[src/hdl/rrip_pkg.sv]
// Shared types and constants for the RRIP signature/stream replacement block.
// Used by rrip_row_update and rrip_signature_stream_replacement; no dependencies.
`default_nettype none

package rrip_pkg;

   // Stream port layout
   localparam int REQ_DATA_W = 144;
   localparam int REQ_USER_W = 2;
   localparam int RSP_DATA_W = 8;
   localparam int VICTIM_W   = 4;
   localparam int SET_IDX_W  = 11;
   localparam int WAY_IDX_W  = 4;
   localparam int ADDR_W     = 64;

   // Operation codes carried in req_tuser[0]
   localparam logic OP_VICTIM = 1'b0;
   localparam logic OP_UPDATE = 1'b1;

   // Age and counter limits
   localparam logic [1:0] AGE_MAX   = 2'd3;
   localparam logic [1:0] COUNT_MAX = 2'd3;
   localparam logic [1:0] SIG_INIT  = 2'd1;

   // Signature hash shifts
   localparam int HASH_SHIFT_LO = 13;
   localparam int HASH_SHIFT_HI = 23;

   // Set-dueling class stored with each set row
   localparam logic [1:0] CLS_NONE = 2'd0;
   localparam logic [1:0] CLS_NEAR = 2'd1;
   localparam logic [1:0] CLS_DEEP = 2'd2;

   // Per-access control handed to the row update logic
   typedef struct packed {
      logic update;     // access update, not a victim request
      logic hit;        // update came from a hit
      logic streaming;  // repeated nonzero stride seen on this miss
      logic sig_hot;    // signature counter above one
      logic sel_deep;   // dueling selector favors the near-distant insert
   } upd_ctl_type;

endpackage

`default_nettype wire

[src/hdl/rrip_row_update.sv]
// Victim selection and age/dead-count update for one set row.
// Depends on rrip_pkg for age limits and the control struct.
`default_nettype none

module rrip_row_update #(
   parameter int NUM_WAYS = 16
) (
   input  wire logic [NUM_WAYS*2-1:0]       age_row,
   input  wire logic [NUM_WAYS*2-1:0]       dead_row,
   input  wire logic [$clog2(NUM_WAYS)-1:0] way,
   input  wire rrip_pkg::upd_ctl_type       ctl,
   output logic      [NUM_WAYS*2-1:0]       new_age_row,
   output logic      [NUM_WAYS*2-1:0]       new_dead_row,
   output logic      [$clog2(NUM_WAYS)-1:0] victim
);

   localparam int WAY_W = $clog2(NUM_WAYS);

   logic                  any3;
   logic                  any2;
   logic                  any1;
   logic [1:0]            oldest;
   logic [1:0]            lift;
   logic [NUM_WAYS*2-1:0] lifted;
   logic                  found_live;
   logic [WAY_W-1:0]      victim_live;
   logic [WAY_W-1:0]      victim_old;
   logic [1:0]            ins_age;
   logic [1:0]            ins_dead;

   // oldest age in the row and the lift that brings it to distant
   always_comb begin
      any3 = 1'b0;
      any2 = 1'b0;
      any1 = 1'b0;
      for (int w = 0; w < NUM_WAYS; w++) begin
         any3 = any3 | (age_row[w*2 +: 2] == 2'd3);
         any2 = any2 | (age_row[w*2 +: 2] == 2'd2);
         any1 = any1 | (age_row[w*2 +: 2] == 2'd1);
      end
      if (any3) begin
         oldest = 2'd3;
      end else if (any2) begin
         oldest = 2'd2;
      end else if (any1) begin
         oldest = 2'd1;
      end else begin
         oldest = 2'd0;
      end
      lift = rrip_pkg::AGE_MAX - oldest;
      for (int w = 0; w < NUM_WAYS; w++) begin
         lifted[w*2 +: 2] = age_row[w*2 +: 2] + lift;
      end
   end

   // first distant way with zero dead count, else first distant way
   always_comb begin
      found_live  = 1'b0;
      victim_live = '0;
      victim_old  = '0;
      for (int w = NUM_WAYS - 1; w >= 0; w--) begin
         if (lifted[w*2 +: 2] == rrip_pkg::AGE_MAX) begin
            victim_old = WAY_W'(w);
            if (dead_row[w*2 +: 2] == 2'd0) begin
               victim_live = WAY_W'(w);
               found_live  = 1'b1;
            end
         end
      end
      victim = found_live ? victim_live : victim_old;
   end

   // insertion or promotion values for the touched way
   always_comb begin
      if (ctl.hit) begin
         ins_age  = 2'd0;
         ins_dead = rrip_pkg::COUNT_MAX;
      end else if (ctl.streaming) begin
         ins_age  = rrip_pkg::AGE_MAX;
         ins_dead = 2'd0;
      end else if (ctl.sig_hot) begin
         ins_age  = 2'd0;
         ins_dead = rrip_pkg::COUNT_MAX;
      end else begin
         ins_age  = ctl.sel_deep ? (rrip_pkg::AGE_MAX - 2'd1) : rrip_pkg::AGE_MAX;
         ins_dead = rrip_pkg::COUNT_MAX;
      end
   end

   // new row contents
   always_comb begin
      if (!ctl.update) begin
         new_age_row  = lifted;
         new_dead_row = dead_row;
      end else begin
         new_age_row  = age_row;
         new_dead_row = dead_row;
         for (int w = 0; w < NUM_WAYS; w++) begin
            if (way == WAY_W'(w)) begin
               new_age_row[w*2 +: 2]  = ins_age;
               new_dead_row[w*2 +: 2] = ins_dead;
            end
         end
      end
   end

endmodule

`default_nettype wire

[config.mk]
export PLATFORM = sky130hd
export DESIGN_NAME = rrip_row_update
export DESIGN_NICKNAME = d
export VERILOG_FILES = /design/src/hdl/rrip_pkg.sv /design/src/hdl/rrip_row_update.sv
export SDC_FILE = /design/constraint.sdc
export NUM_CORES = 1
export LEC_CHECK = 0
export BUFFER_PORTS_ARGS = -buffer_cell sky130_fd_sc_hd__buf_2
export CORE_ASPECT_RATIO = 0.5
export CORE_MARGIN = 4
export CORE_UTILIZATION = 46
export DETAILED_ROUTE_END_ITERATION = 6
export GPL_TIMING_DRIVEN = 0
export PLACE_DENSITY = 0.79
export SYNTH_ARGS = -nofsm -noshare
export SYNTH_HDL_FRONTEND = slang
export SYNTH_SLANG_ARGS = --single-unit
[constraint.sdc]
create_clock -name vclk -period 5.9
set_clock_uncertainty 0.2 [all_clocks]
set_input_delay 1.18 -clock vclk [all_inputs]
set_output_delay 1.18 -clock vclk [all_outputs]
set_load 0.01 [all_outputs]
==> results.cfg <==
[run_status]
outcome = complete, but fails checks
failed_checks = capacitance limit, slew limit

[flow_run]
maxCapViolations = 1

[detailed_routing]
finalWirelength_um = 15500
post_drt_wl_per_cell_um = 21.5
drc = 0
dr.pass1.iters = 6
first_iter_violations = 519
drtAntennaViolNets = 0
vias = 4670
viasPerCell = 6.49

[critical_path]
cp.required_ps = 4520
critPathMaxFanout = 6
path_class = input port to primary output
setup.worst_path.start_class = input port
cp.arrival_ps = 4520
cp-end-kind = primary output

[logic_synthesis]
syn-cell-area_um2 = 3110
syn-num-nets = 551
syn_inst = 462
syn-mean-instance-area_um2 = 6.74
yosysUniqueCellTypes = 70
synth-seq-area-share_pct = 0
yosysWarnings = 0

[hold_path]
holdCritStartpoint = age_row[9]
hp-class = input port to primary output
hold_depth = 3
holdPathEnd = new_age_row[9]

[die]
rows = 20
io_pins = 141
die_area_um2 = 8220
die_x_um = 124
start_util_pct = 49.3
die_h_um = 66.2
core-area_um2 = 6310

[power]
p_leak_nw = 2.03
p_total_w = 0.000348
vdd_ir_drop_max_uv = 42.6
p_per_area_nw_per_um2 = 76.0

[final_layout]
area_growth_syn_to_layout_pct = 47.2
fin_area_um2 = 4580
finalCoreUtilization_pct = 72.6
diodes = 0
clkbuf_count = 0
fillers = 573
nets = 723
drive_gt1_share_pct = 39.7
seq_cells = 0
regArea_um2 = 0
layout_common_cells = 131 x buf_2, 61 x nor2_1, 51 x a21oi_1
mostFrequentLayoutCell = buf_2

[global_routing]
grtUsageTotal_pct = 35.5
antenna_found_initial = 0
grt_pass1_wl_um = 23400
grt_pass1_vias = 4310
grt_overflow = 0
grt_max_degree = 11

[sta]
report.final.slew_viol_count = 5
clock.fmax_mhz = 170
finalCritPeriodShare_pct = 100
hold_ws_ps = 2460
fin_tns_setup_ps = 0
hold_viol = 0
grt_setup_unrepaired = true
setup_viol = 0
slew_headroom_pct = -4.00
period_needed_ps = 5900
worstMarginPinSlew_ps = 1550

[placement]
gp_congestion = 1.07
dpl.hpwl_um = 12000
placed_area_um2 = 3940
numPortBuffers = 141

[cts]
holdBufCountCts = 0
cell usage after synthesis, drive strengths merged, types with 10 or more instances:
library cell  instances  share of area (%)
ha                   16                6.4
nor2                 62                7.7
nor3                 10                1.6
nor2b                14                2.8
a21oi                53                8.5
xnor2                21                6.2
a31oi                24                4.8
nand2                31                3.7
clkbuf               16                1.9
mux2i                24                7.7
mux2                 13                4.7
inv                  24                2.9
power breakdown:
part | leakage, nW | internal (W) | total [W] | switching (W)
clock | 0 | 0 | 0 | 0
sequential | 0 | 0 | 0 | 0
combinational | 2.03 | 0.000145 | 0.000348 | 0.000203
kinds of logic (layout without fill, tap and decap cells):
logic type / after synthesis / after routing / synth area share [%]
buf+inv: 46 / 216 / 6.03
simple gates: 174 / 174 / 29.5
mux: 37 / 37 / 12.4
xor+xnor: 27 / 27 / 8.73
compound gates: 162 / 162 / 36.9
fa+ha+maj: 16 / 16 / 6.43
how the worst max path moves through the flow:
stage,to,startpoint,slack [ps]
after global placement,victim[3],age_row[15],-650
after floorplan,victim[2],age_row[14],60
after CTS,victim[2],age_row[30],-2
final,victim[0],age_row[19],0.6
after global routing,victim[0],age_row[19],-120
after detailed placement,victim[3],age_row[15],-690
area by class of cell:
type               instances  area, um^2  share of cell area [%]
plain buffers             22         103                    2.24
inverters                 24        90.1                    1.97
multi-input cells        416        3310                    72.2
well taps                 88         110                    2.40
repair buffers           170         971                    21.2
routing by layer:
metal / routed length, um / GRT usage (%) / vias up
li1: - / - / 2127
met1: 6590 / 48.3 / 2179
met2: 6240 / 54.2 / 330
met3: 2330 / 12.2 / 34
met4: 316 / 7.38 / 0
met5: 0 / 0 / -
per-stage QoR:
step | worst slack (ps) | cells
3_5_place_dp | -685 | 691
2_1_floorplan | 62.7 | 462
4_1_cts | -2.46 | 707
6_report | 0.550 | 720
5_1_grt | -118 | 720
3_3_place_gp | -649 | 691
repair_timing:
| action | in CTS | in global routing |
|---|---|---|
| pin swaps | 20 | 19 |
| hold endpoints to repair | 0 | 0 |
| setup buffers | 16 | 13 |
| setup endpoints to repair | 4 | 4 |
| gates resized for setup | 36 | 54 |
critical path: stages:
cell	delay (ps)
buf_2	130
nor2b_1	140
a2111oi_2	390
and4_4	290
buf_6	100
a21oi_4	50
buf_6	130
buf_4	160
ha_4	280
nor3b_4	260
nor2b_4	200
a31oi_1	40
a31oi_1	180
a21oi_1	80
a211oi_2	250
o211ai_1	190
a21oi_1	220
o32ai_2	90
buf_2	160
No activity file was read; power rests on OpenSTA's default activity.
